==> src/rtl/cma3d_pkg.sv <==
// Shared types and constants of the centered moving average core.
// Used by every module of the block; depends on nothing.
package cma3d_pkg;

    localparam int MAX_HALF_WINDOW = 15;
    localparam int COORD_W         = 32;
    localparam int HW_W            = 4;
    localparam int DEPTH           = 2 * MAX_HALF_WINDOW + 1;
    localparam int IDX_W           = $clog2(DEPTH);
    localparam int CNT_W           = $clog2(DEPTH + 1);
    localparam int SUM_W           = COORD_W + $clog2(DEPTH);
    localparam int TDATA_W         = 3 * COORD_W;

    localparam logic [HW_W-1:0]  HALF_WINDOW_RST = HW_W'(5);
    localparam logic [CNT_W-1:0] SEEN_MAX        = CNT_W'(MAX_HALF_WINDOW + 1);

    typedef logic signed [COORD_W-1:0] t_coord;
    typedef logic signed [SUM_W-1:0]   t_sum;

    // x sits in the lowest bits, as on the stream data bus
    typedef struct packed {
        t_coord z;
        t_coord y;
        t_coord x;
    } t_point;

    function automatic t_sum sx(input t_coord v);
        return {{(SUM_W - COORD_W){v[COORD_W-1]}}, v};
    endfunction

endpackage

==> src/rtl/cma3d_cell.sv <==
// One stage of the point delay line: takes its neighbor's point on shift.
// Depends on cma3d_pkg.
module cma3d_cell (
    input  logic              i_clk,
    input  logic              i_shift,
    input  cma3d_pkg::t_point i_point,
    output cma3d_pkg::t_point o_point
);
    import cma3d_pkg::*;

    t_point r_point;

    always_ff @(posedge i_clk) begin
        if (i_shift) begin
            r_point <= i_point;
        end
    end

    assign o_point = r_point;

endmodule

==> src/rtl/cma3d_div.sv <==
// Serial restoring divider: signed sum over a small count, rounded to nearest,
// ties away from zero, one quotient bit per cycle. Depends on cma3d_pkg.
module cma3d_div (
    input  logic                    i_clk,
    input  logic                    i_rst_n,
    input  logic                    i_start,
    input  cma3d_pkg::t_sum         i_sum,
    input  logic [cma3d_pkg::CNT_W-1:0] i_den,
    output logic                    o_done,
    output cma3d_pkg::t_coord       o_mean
);
    import cma3d_pkg::*;

    localparam int DIV_CNT_W = $clog2(SUM_W + 1);

    logic [SUM_W-1:0]     r_quo;
    logic [CNT_W-1:0]     r_rem;
    logic [CNT_W-1:0]     r_den;
    logic [DIV_CNT_W-1:0] r_cnt;
    logic                 r_neg;
    logic                 r_done;

    logic [SUM_W-1:0]     w_mag;
    logic [CNT_W:0]       w_rem_sh;
    logic                 w_fit;
    t_coord               w_q;

    assign w_mag    = i_sum[SUM_W-1] ? (~i_sum + SUM_W'(1)) : i_sum;
    assign w_rem_sh = {r_rem, r_quo[SUM_W-1]};
    assign w_fit    = (w_rem_sh >= {1'b0, r_den});

    always_ff @(posedge i_clk) begin
        if (!i_rst_n) begin
            r_cnt  <= '0;
            r_done <= 1'b0;
        end else if (i_start) begin
            r_cnt  <= DIV_CNT_W'(SUM_W);
            r_done <= 1'b0;
        end else if (r_cnt != '0) begin
            r_cnt <= r_cnt - 1'b1;
            if (r_cnt == DIV_CNT_W'(1)) begin
                r_done <= 1'b1;
            end
        end
    end

    // dividend shifts out of the quotient register as quotient bits shift in
    always_ff @(posedge i_clk) begin
        if (i_start) begin
            r_quo <= w_mag + SUM_W'(i_den >> 1);
            r_rem <= '0;
            r_den <= i_den;
            r_neg <= i_sum[SUM_W-1];
        end else if (r_cnt != '0) begin
            r_quo <= {r_quo[SUM_W-2:0], w_fit};
            r_rem <= w_fit ? CNT_W'(w_rem_sh - {1'b0, r_den}) : w_rem_sh[CNT_W-1:0];
        end
    end

    assign w_q    = r_quo[COORD_W-1:0];
    assign o_mean = r_neg ? -w_q : w_q;
    assign o_done = r_done;

endmodule

==> src/rtl/centered_moving_average_3d_core.sv <==
// Centered moving average of 3D points; top level with sequencer, sums and
// output register. Depends on cma3d_pkg, cma3d_cell and cma3d_div.
//
// Usage:
//   s_axis carries one point per word (x, y, z signed Q16.16), tlast on the
//   final point of a sequence. m_axis carries the smoothed points, tlast on
//   the mean of the final point. The cfg channel writes half_window (0..15)
//   and discards any sequence in progress; it is taken only while idle.
//   A mean leaves half_window points after its center arrives; the point
//   flagged last flushes every pending mean.
// Sequence:
//   A point enters the delay line of 31 cells after the oldest point of a
//   full window drops out of the sums. Each mean starts the bit-serial
//   dividers, which take one quotient bit per cycle over the 37-bit sum, and
//   then loads the output register. A flushed mean first drops points from
//   the window around its center. A last point yields up to 16 means.
// Reset: half_window returns to 5, sums and counts clear, no word is pending.
// A stalled receiver holds the finished mean in the output register; the
// sequencer waits there before loading the next one.
module centered_moving_average_3d_core (
    input  logic                              i_clk,
    input  logic                              i_rst_n,
    // points: x [31:0], y [63:32], z [95:64]
    input  logic [cma3d_pkg::TDATA_W-1:0]     s_axis_tdata,
    input  logic                              s_axis_tlast,
    input  logic                              s_axis_tvalid,
    output logic                              s_axis_tready,
    // means: x [31:0], y [63:32], z [95:64]
    output logic [cma3d_pkg::TDATA_W-1:0]     m_axis_tdata,
    output logic                              m_axis_tlast,
    output logic                              m_axis_tvalid,
    input  logic                              m_axis_tready,
    input  logic                              i_cfg_valid,
    output logic                              o_cfg_ready,
    input  logic [cma3d_pkg::HW_W-1:0]        i_cfg_data
);
    import cma3d_pkg::*;

    typedef enum logic [6:0] {
        S_IDLE  = 7'b0000001,
        S_DROP  = 7'b0000010,
        S_INS   = 7'b0000100,
        S_FDROP = 7'b0001000,
        S_DIV   = 7'b0010000,
        S_WAIT  = 7'b0100000,
        S_PUSH  = 7'b1000000
    } t_state;

    t_state           r_state, n_state;
    logic [HW_W-1:0]  r_w, n_w;
    t_sum             r_sum_x, n_sum_x;
    t_sum             r_sum_y, n_sum_y;
    t_sum             r_sum_z, n_sum_z;
    logic [CNT_W-1:0] r_piw, n_piw;
    logic [CNT_W-1:0] r_seen, n_seen;
    logic [HW_W-1:0]  r_pend, n_pend;
    logic             r_last, n_last;
    logic             r_emit_last, n_emit_last;
    t_point           r_in;
    t_point           r_m_point;
    logic             r_m_last;
    logic             r_m_valid;

    t_point           w_cell [DEPTH];
    t_point           w_tail;
    logic [IDX_W-1:0] w_tail_idx;
    logic [CNT_W-1:0] w_span;
    logic [CNT_W-1:0] w_seen_inc;
    logic [HW_W-1:0]  w_pend;
    logic [CNT_W-1:0] w_limit;
    logic             w_s_acc;
    logic             w_cfg_acc;
    logic             w_out_free;
    logic             w_shift;
    logic             w_div_start;
    logic [2:0]       w_div_done;
    logic             w_done;
    t_point           w_mean;

    assign s_axis_tready = (r_state == S_IDLE);
    assign o_cfg_ready   = (r_state == S_IDLE);
    assign w_s_acc       = s_axis_tvalid && s_axis_tready;
    assign w_cfg_acc     = i_cfg_valid && o_cfg_ready;
    assign w_out_free    = !r_m_valid || m_axis_tready;
    assign w_shift       = (r_state == S_INS);
    assign w_div_start   = (r_state == S_DIV);
    assign w_done        = &w_div_done;

    // delay line: cell 0 holds the newest point
    genvar gi;
    generate
        for (gi = 0; gi < DEPTH; gi++) begin : g_cell
            if (gi == 0) begin : g_head
                cma3d_cell u_cell (
                    .i_clk   (i_clk),
                    .i_shift (w_shift),
                    .i_point (r_in),
                    .o_point (w_cell[gi])
                );
            end else begin : g_body
                cma3d_cell u_cell (
                    .i_clk   (i_clk),
                    .i_shift (w_shift),
                    .i_point (w_cell[gi-1]),
                    .o_point (w_cell[gi])
                );
            end
        end
    endgenerate

    assign w_tail_idx = IDX_W'(r_piw - 1'b1);
    assign w_tail     = w_cell[w_tail_idx];
    assign w_span     = {r_w, 1'b1};
    assign w_seen_inc = (r_seen < SEEN_MAX) ? (r_seen + 1'b1) : r_seen;
    assign w_pend     = !r_last ? '0 :
                        (w_seen_inc < CNT_W'(r_w)) ? w_seen_inc[HW_W-1:0] : r_w;
    assign w_limit    = CNT_W'(r_pend) + CNT_W'(r_w);

    always_comb begin
        n_state     = r_state;
        n_w         = r_w;
        n_sum_x     = r_sum_x;
        n_sum_y     = r_sum_y;
        n_sum_z     = r_sum_z;
        n_piw       = r_piw;
        n_seen      = r_seen;
        n_pend      = r_pend;
        n_last      = r_last;
        n_emit_last = r_emit_last;
        case (r_state)
            S_IDLE: begin
                if (w_s_acc) begin
                    n_last  = s_axis_tlast;
                    n_state = S_DROP;
                end
            end
            S_DROP: begin
                if (r_piw >= w_span) begin
                    n_sum_x = r_sum_x - sx(w_tail.x);
                    n_sum_y = r_sum_y - sx(w_tail.y);
                    n_sum_z = r_sum_z - sx(w_tail.z);
                    n_piw   = r_piw - 1'b1;
                end else begin
                    n_state = S_INS;
                end
            end
            S_INS: begin
                n_sum_x = r_sum_x + sx(r_in.x);
                n_sum_y = r_sum_y + sx(r_in.y);
                n_sum_z = r_sum_z + sx(r_in.z);
                n_piw   = r_piw + 1'b1;
                n_seen  = w_seen_inc;
                n_pend  = w_pend;
                if (w_seen_inc > CNT_W'(r_w)) begin
                    n_emit_last = r_last && (w_pend == '0);
                    n_state     = S_DIV;
                end else if (r_last) begin
                    n_state = S_FDROP;
                end else begin
                    n_state = S_IDLE;
                end
            end
            S_FDROP: begin
                // shrink the window around the next flushed center
                if (r_piw > w_limit) begin
                    n_sum_x = r_sum_x - sx(w_tail.x);
                    n_sum_y = r_sum_y - sx(w_tail.y);
                    n_sum_z = r_sum_z - sx(w_tail.z);
                    n_piw   = r_piw - 1'b1;
                end else begin
                    n_emit_last = (r_pend == HW_W'(1));
                    n_pend      = r_pend - 1'b1;
                    n_state     = S_DIV;
                end
            end
            S_DIV: begin
                n_state = S_WAIT;
            end
            S_WAIT: begin
                if (w_done) begin
                    n_state = S_PUSH;
                end
            end
            S_PUSH: begin
                if (w_out_free) begin
                    if (r_pend != '0) begin
                        n_state = S_FDROP;
                    end else begin
                        if (r_last) begin
                            n_sum_x = '0;
                            n_sum_y = '0;
                            n_sum_z = '0;
                            n_piw   = '0;
                            n_seen  = '0;
                            n_last  = 1'b0;
                        end
                        n_state = S_IDLE;
                    end
                end
            end
            default: begin
                n_state = S_IDLE;
            end
        endcase
        // a new half window discards the sequence in progress
        if (w_cfg_acc) begin
            n_w     = i_cfg_data;
            n_sum_x = '0;
            n_sum_y = '0;
            n_sum_z = '0;
            n_piw   = '0;
            n_seen  = '0;
            n_pend  = '0;
        end
    end

    always_ff @(posedge i_clk) begin
        if (!i_rst_n) begin
            r_state     <= S_IDLE;
            r_w         <= HALF_WINDOW_RST;
            r_sum_x     <= '0;
            r_sum_y     <= '0;
            r_sum_z     <= '0;
            r_piw       <= '0;
            r_seen      <= '0;
            r_pend      <= '0;
            r_last      <= 1'b0;
            r_emit_last <= 1'b0;
        end else begin
            r_state     <= n_state;
            r_w         <= n_w;
            r_sum_x     <= n_sum_x;
            r_sum_y     <= n_sum_y;
            r_sum_z     <= n_sum_z;
            r_piw       <= n_piw;
            r_seen      <= n_seen;
            r_pend      <= n_pend;
            r_last      <= n_last;
            r_emit_last <= n_emit_last;
        end
    end

    always_ff @(posedge i_clk) begin
        if (w_s_acc) begin
            r_in <= t_point'(s_axis_tdata);
        end
    end

    cma3d_div u_div_x (
        .i_clk   (i_clk),
        .i_rst_n (i_rst_n),
        .i_start (w_div_start),
        .i_sum   (r_sum_x),
        .i_den   (r_piw),
        .o_done  (w_div_done[0]),
        .o_mean  (w_mean.x)
    );

    cma3d_div u_div_y (
        .i_clk   (i_clk),
        .i_rst_n (i_rst_n),
        .i_start (w_div_start),
        .i_sum   (r_sum_y),
        .i_den   (r_piw),
        .o_done  (w_div_done[1]),
        .o_mean  (w_mean.y)
    );

    cma3d_div u_div_z (
        .i_clk   (i_clk),
        .i_rst_n (i_rst_n),
        .i_start (w_div_start),
        .i_sum   (r_sum_z),
        .i_den   (r_piw),
        .o_done  (w_div_done[2]),
        .o_mean  (w_mean.z)
    );

    // output register: hold the word until the receiver takes it
    always_ff @(posedge i_clk) begin
        if (!i_rst_n) begin
            r_m_valid <= 1'b0;
        end else if ((r_state == S_PUSH) && w_out_free) begin
            r_m_valid <= 1'b1;
        end else if (m_axis_tready) begin
            r_m_valid <= 1'b0;
        end
    end

    always_ff @(posedge i_clk) begin
        if ((r_state == S_PUSH) && w_out_free) begin
            r_m_point <= w_mean;
            r_m_last  <= r_emit_last;
        end
    end

    assign m_axis_tdata  = r_m_point;
    assign m_axis_tlast  = r_m_last;
    assign m_axis_tvalid = r_m_valid;

    a_piw_bound: assert property (@(posedge i_clk) disable iff (!i_rst_n)
        r_piw <= CNT_W'(DEPTH))
        else $error("window count beyond delay line depth");

    a_seen_bound: assert property (@(posedge i_clk) disable iff (!i_rst_n)
        r_seen <= SEEN_MAX)
        else $error("seen count past saturation");

    a_idle_no_pend: assert property (@(posedge i_clk) disable iff (!i_rst_n)
        (r_state == S_IDLE) |-> (r_pend == '0))
        else $error("idle with flush means pending");

    a_push_loads: assert property (@(posedge i_clk) disable iff (!i_rst_n)
        ((r_state == S_PUSH) && w_out_free) |=> m_axis_tvalid)
        else $error("finished mean not loaded into output register");

    a_wait_done: assert property (@(posedge i_clk) disable iff (!i_rst_n)
        (r_state == S_DIV) |=> !w_done)
        else $error("divider reports done right after start");

endmodule
==> config.mk <==
export PLATFORM = sky130hd
export DESIGN_NAME = centered_moving_average_3d_core
export DESIGN_NICKNAME = d
export VERILOG_FILES = /design/src/rtl/cma3d_pkg.sv /design/src/rtl/cma3d_cell.sv /design/src/rtl/cma3d_div.sv /design/src/rtl/centered_moving_average_3d_core.sv
export SDC_FILE = /design/constraint.sdc
export NUM_CORES = 2
export LEC_CHECK = 0
export BUFFER_PORTS_ARGS = -buffer_cell sky130_fd_sc_hd__buf_4
export CAP_MARGIN = 30
export CORE_ASPECT_RATIO = 0.6
export CORE_MARGIN = 2
export CORE_UTILIZATION = 40
export DETAILED_ROUTE_END_ITERATION = 16
export MAX_ROUTING_LAYER = met4
export PLACE_DENSITY = 0.55
export REMOVE_ABC_BUFFERS = 1
export SLEW_MARGIN = 20
export SYNTH_ARGS = -nofsm -noshare
export SYNTH_HDL_FRONTEND = slang
export SYNTH_SLANG_ARGS = --single-unit
==> constraint.sdc <==
create_clock -name i_clk -period 103.2 [get_ports i_clk]
set_clock_uncertainty 0.15 [all_clocks]
set_input_delay 5.16 -clock i_clk [delete_from_list [all_inputs] [get_ports i_clk]]
set_output_delay 5.16 -clock i_clk [all_outputs]
set_load 0.01 [all_outputs]
==> impl_summary.txt <==
----------------------------------------------------
[Status]
  Outcome ... completed

[Clock tree]
  Maximum count of clock buffers along a single path ... 4
  Post-CTS setup buffers ... 0
  Clock buffer count from CTS ... around 340
  Reg clk slew, reported paths ... roughly 0.07 ns
  CTS tree ... built
  Clock latency on the worst-skew pair ... approximately 0.93 ns
  Total of hold buffers inserted after clock tree synthesis ... 0
  Number of gates given a new drive strength after cts ... 0
  H-tree depth ... 5
  Sink Count ... 3463
  Root buffer selected by CTS ... sky130_fd_sc_hd__clkbuf_16

[Global routing]
  Largest net degree at the start of global routing ... 165
  Global routing usage summed across all routing layers ... 19.7%
  First-pass GRT wire length ... 545000 um
  Vias in the first global route ... between 80000 and 90000
  Antenna violations before repair ... 22
  GRT overflow ... 0

[Logic synthesis]
  Ys Warns ... 0
  Area of the mapped netlist ... 0.148 mm^2
  Leading post-synthesis cells by cell area ... sky130_fd_sc_hd__edfxtp_1 67%, sky130_fd_sc_hd__mux4_2 9.4%, sky130_fd_sc_hd__dfxtp_1 2.4%, sky130_fd_sc_hd__nand2_1 2.2%, sky130_fd_sc_hd__xnor2_1 1.9%
  Post-synthesis sequential element count ... about 3500
  Count of mapped cells out of synthesis ... between 9000 and 10000
  Area fraction of the dominant cell type after synthesis ... between 60% and 70%
  Combinational family with the most area after synthesis ... multiplexers
  Synthesized area per cell ... 16.4 um^2
  Cell accounting for the most synthesized area ... sky130_fd_sc_hd__edfxtp_1
  Commonest cells post-synth ... 3288 x sky130_fd_sc_hd__edfxtp_1, 859 x sky130_fd_sc_hd__nand2_1, 619 x sky130_fd_sc_hd__mux4_2
  Most frequently used flop master after synthesis ... sky130_fd_sc_hd__edfxtp_1
  Count of flip-flops with a built-in enable after synthesis ... 3288
  Mux contribution to synthesized area ... 11.7%
  Sequential element share of the synthesized area ... 69.0%
  Area share of and/or/nand/nor cells after synthesis ... 6.48%
  Compound-gate portion of the synthesized area ... approximately 6%
  Asr flop ratio synth ... 0%
  Most frequent cell after synthesis ... sky130_fd_sc_hd__edfxtp_1
  Number of distinct library cell variants in the gate-level netlist after synthesis ... around 120
  Share of the synthesized netlist area taken by xor and xnor gates ... 2.94%
  Post-Synth Adder-Cell Area ... 1.64%

[Route]
  Via total after detailed routing ... 82400
  # DRC ... 0
  Remaining number of nets flagged by the antenna check after routing ... 0
  Routed vias/inst ... 5.70
  Routed wire length ... roughly 370000 um
  Initial DRC Count ... between 8000 and 9000
  WL per Instance ... 25.4 um
  First drt pass iteration count ... 5

[Critical path]
  Library cell appearing most often on the critical path ... sky130_fd_sc_hd__buf_4
  Maximum net fanout on the critical path ... 37
  Required time of the critical path ... about 100 ns
  Slowest Stage Delay on Critical Path ... 0.79 ns
  Category of the worst setup path capture point ... flop
  Start of the worst register-to-register path ... r_piw[0]
  Worst setup endpoint ... r_sum_z[36]
  Critical Path Slowest Stage Cell ... sky130_fd_sc_hd__ha_4
  Critical path launch point type ... flop
  Number of cells on the worst reg-to-reg path ... 28
  Worst R2R Setup Slack ... slightly above 90 ns
  Launch point of the critical path ... r_piw[0]
  Endpoint of the lowest-slack register-to-register path ... r_sum_z[36]
  Crit path kind ... reg -> reg
  Endpoint arrival time on the critical path ... roughly 11 ns

[Timing]
  Final Hold Fails ... 0
  Setup_tns ... 0 ns
  Time the worst path needs with I/O delays and setup ... 10.75 ns
  Max-slew headroom ... a little over a quarter
  Final max-slew violation count ... 0
  Max Clk Rate ... 93.0 MHz
  Count of final setup violators ... 0
  Share of the cycle needed by the critical path after routing ... a little over a tenth
  RSZ-0062 raised after global routing ... false
  Transition time of the tightest slew-check pin ... 1.09 ns
  Worst hold slack across all endpoints ... about 0.27 ns

[Floorplan]
  Area of the core region ... 0.369 mm^2
  I/O Pins ... 206
  Die Y ... 476 um
  Die area ... 0.376 mm^2
  Site Rows ... 173
  Horiz. Die Dim ... just under 800 um
  Starting utilization of the core area ... 40.1%

[Final layout]
  Fin nets ... 9570
  Non-filler cells, final ... between 10000 and 15000
  Area delta synth->final ... 12.0%
  Fraction of final layout cells with drive strength greater than 1 ... roughly 18%

[Power and ir drop]
  Cell leakage power ... about 0.054 uW
  Maximum vdd drop ... 0.0142 mV
  Power density cells ... 23.3 mW/mm^2

[Placement]
  Total half-perimeter wirelength after legalization and detailed placement ... between 200000 and 250000 um
  Count of buffers inserted at the top-level ports ... 205
  Gp weighted congestion ... between 0.8 and 0.9
  Dpl cells ... between 10000 and 15000

[Job]
  Max capacitance violation total ... 0

[Hold path]
  Type of the worst min-delay path ... reg -> reg

----------------------------------------------------
[per-layer routing]
| layer | track usage (%) | up-vias | routed length [um] |
|---|---|---|---|
| met3 | 2.80 | 504 | 23800 |
| met4 | 4.89 | 0 | 9480 |
| met2 | 27.5 | 2760 | 157000 |
| met5 | - | - | 0 |
| li1 | - | 36400 | - |
| met1 | 30.2 | 42800 | 177000 |
[critical path: cells and delay by family (launching register included)]
kind                     cells  cell delay (ns)
buffers and inverters        6             2.86
flip-flops                   1             0.56
adder cells (fa/ha/maj)      3             1.53
XOR/XNOR                     1             0.11
multiplexers                 3             1.27
AND/OR/NAND/NOR              3             1.09
AO/OA/AOI/OAI               12             2.93
[worst min path at each step]
| stage | slack, ns | endpoint | from | cells after the start |
|---|---|---|---|---|
| floorplan | 0.26 | m_axis_tlast | r_emit_last | 0 |
| global placement | 0.27 | g_cell[7].g_body.u_cell.o_point[87] | g_cell[6].g_body.u_cell.o_point[87] | 0 |
| detailed placement | 0.28 | g_cell[3].g_body.u_cell.o_point[26] | g_cell[2].g_body.u_cell.o_point[26] | 0 |
| CTS | 0.26 | g_cell[4].g_body.u_cell.o_point[55] | g_cell[3].g_body.u_cell.o_point[55] | 0 |
| global route | 0.27 | g_cell[4].g_body.u_cell.o_point[55] | g_cell[3].g_body.u_cell.o_point[55] | 0 |
| finish | 0.27 | g_cell[5].g_body.u_cell.o_point[40] | g_cell[4].g_body.u_cell.o_point[40] | 0 |
[through the flow]
step | setup WS [ns] | total power [uW] | cell area [um^2] | utilization, %
4_1_cts | 92.17 | 3900 | 166000 | 44.8
3_3_place_gp | 92.26 | 2640 | 155000 | 41.9
5_1_grt | 91.89 | 4040 | 166000 | 44.9
3_5_place_dp | 92.18 | 2650 | 155000 | 41.9
2_1_floorplan | 21.99 | 2470 | 146000 | -
6_report | 92.45 | 3860 | 166000 | 44.9
[state kept, by name (all words and copies together) (netlist names), 6 cells and up]
| register | cells |
|---|---|
| r_sum_y | 37 |
| m_axis_tdata | 96 |
| r_in | 96 |
| u_div_z.r_cnt | 6 |
| u_div_x.r_quo | 37 |
| r_sum_x | 37 |
| u_div_z.r_quo | 37 |
| g_cell.g_head.u_cell.o_point | 96 |
| u_div_x.r_cnt | 6 |
| u_div_y.r_quo | 37 |
| r_state | 7 |
| r_sum_z | 37 |
| g_cell.g_body.u_cell.o_point | 2880 |
| u_div_y.r_cnt | 6 |
[layout by cell type, fill, tap and decap left out, types with 41 or more instances in the layout]
cell type	synthesis	routed
sky130_fd_sc_hd__nor2_1	363	357
sky130_fd_sc_hd__dfxtp_1	175	172
sky130_fd_sc_hd__clkinv_2	0	55
sky130_fd_sc_hd__or3_1	52	52
sky130_fd_sc_hd__or4_1	41	41
sky130_fd_sc_hd__nand2_1	859	854
sky130_fd_sc_hd__o31ai_1	62	62
sky130_fd_sc_hd__ha_1	178	177
sky130_fd_sc_hd__o211ai_1	41	41
sky130_fd_sc_hd__a21o_1	81	81
sky130_fd_sc_hd__a21oi_1	188	188
sky130_fd_sc_hd__clkbuf_1	208	64
sky130_fd_sc_hd__mux4_2	619	619
sky130_fd_sc_hd__mux2i_1	226	226
sky130_fd_sc_hd__inv_1	93	93
sky130_fd_sc_hd__xnor2_1	326	324
sky130_fd_sc_hd__nand2b_1	53	53
sky130_fd_sc_hd__nor3_1	134	133
sky130_fd_sc_hd__a211oi_1	46	45
sky130_fd_sc_hd__nand3_1	185	184
sky130_fd_sc_hd__a22oi_1	83	82
sky130_fd_sc_hd__o21ai_0	386	385
sky130_fd_sc_hd__xor2_1	169	168
sky130_fd_sc_hd__buf_4	75	351
sky130_fd_sc_hd__a32oi_1	46	46
sky130_fd_sc_hd__clkinv_1	5	70
sky130_fd_sc_hd__nand4_1	62	62
sky130_fd_sc_hd__mux2_2	87	87
sky130_fd_sc_hd__edfxtp_1	3288	3288
sky130_fd_sc_hd__clkbuf_16	0	343
[power breakdown]
group / switching [uW] / leakage (uW) / internal [uW]
registers: 60.0 / 0.0311 / 1590
clock network: 552 / 0.00523 / 679
logic: 614 / 0.0177 / 363
[layout make-up]
type                    instances  area [um^2]
repair buffers                389         3330
multi-input cells            4985        43100
clock buffers                 411         8880
flip-flops and latches       3463       102000
clock inverters               194         1910
fillers                     31700       203000
diodes                         20         50.0
inverters                     100          389
well taps                    4900         6130
[cell families (layout without fill, tap and decap cells)]
logic type / count (synthesis) / count (layout)
compound gates: 1354 / 1354
buf+inv: 572 / 1094
fa+ha+maj: 188 / 188
simple gates: 2007 / 2007
other cells: 0 / 20
mux: 940 / 940
flops: 3463 / 3463
xor+xnor: 496 / 496
No activity file was read; power rests on OpenSTA's default activity.
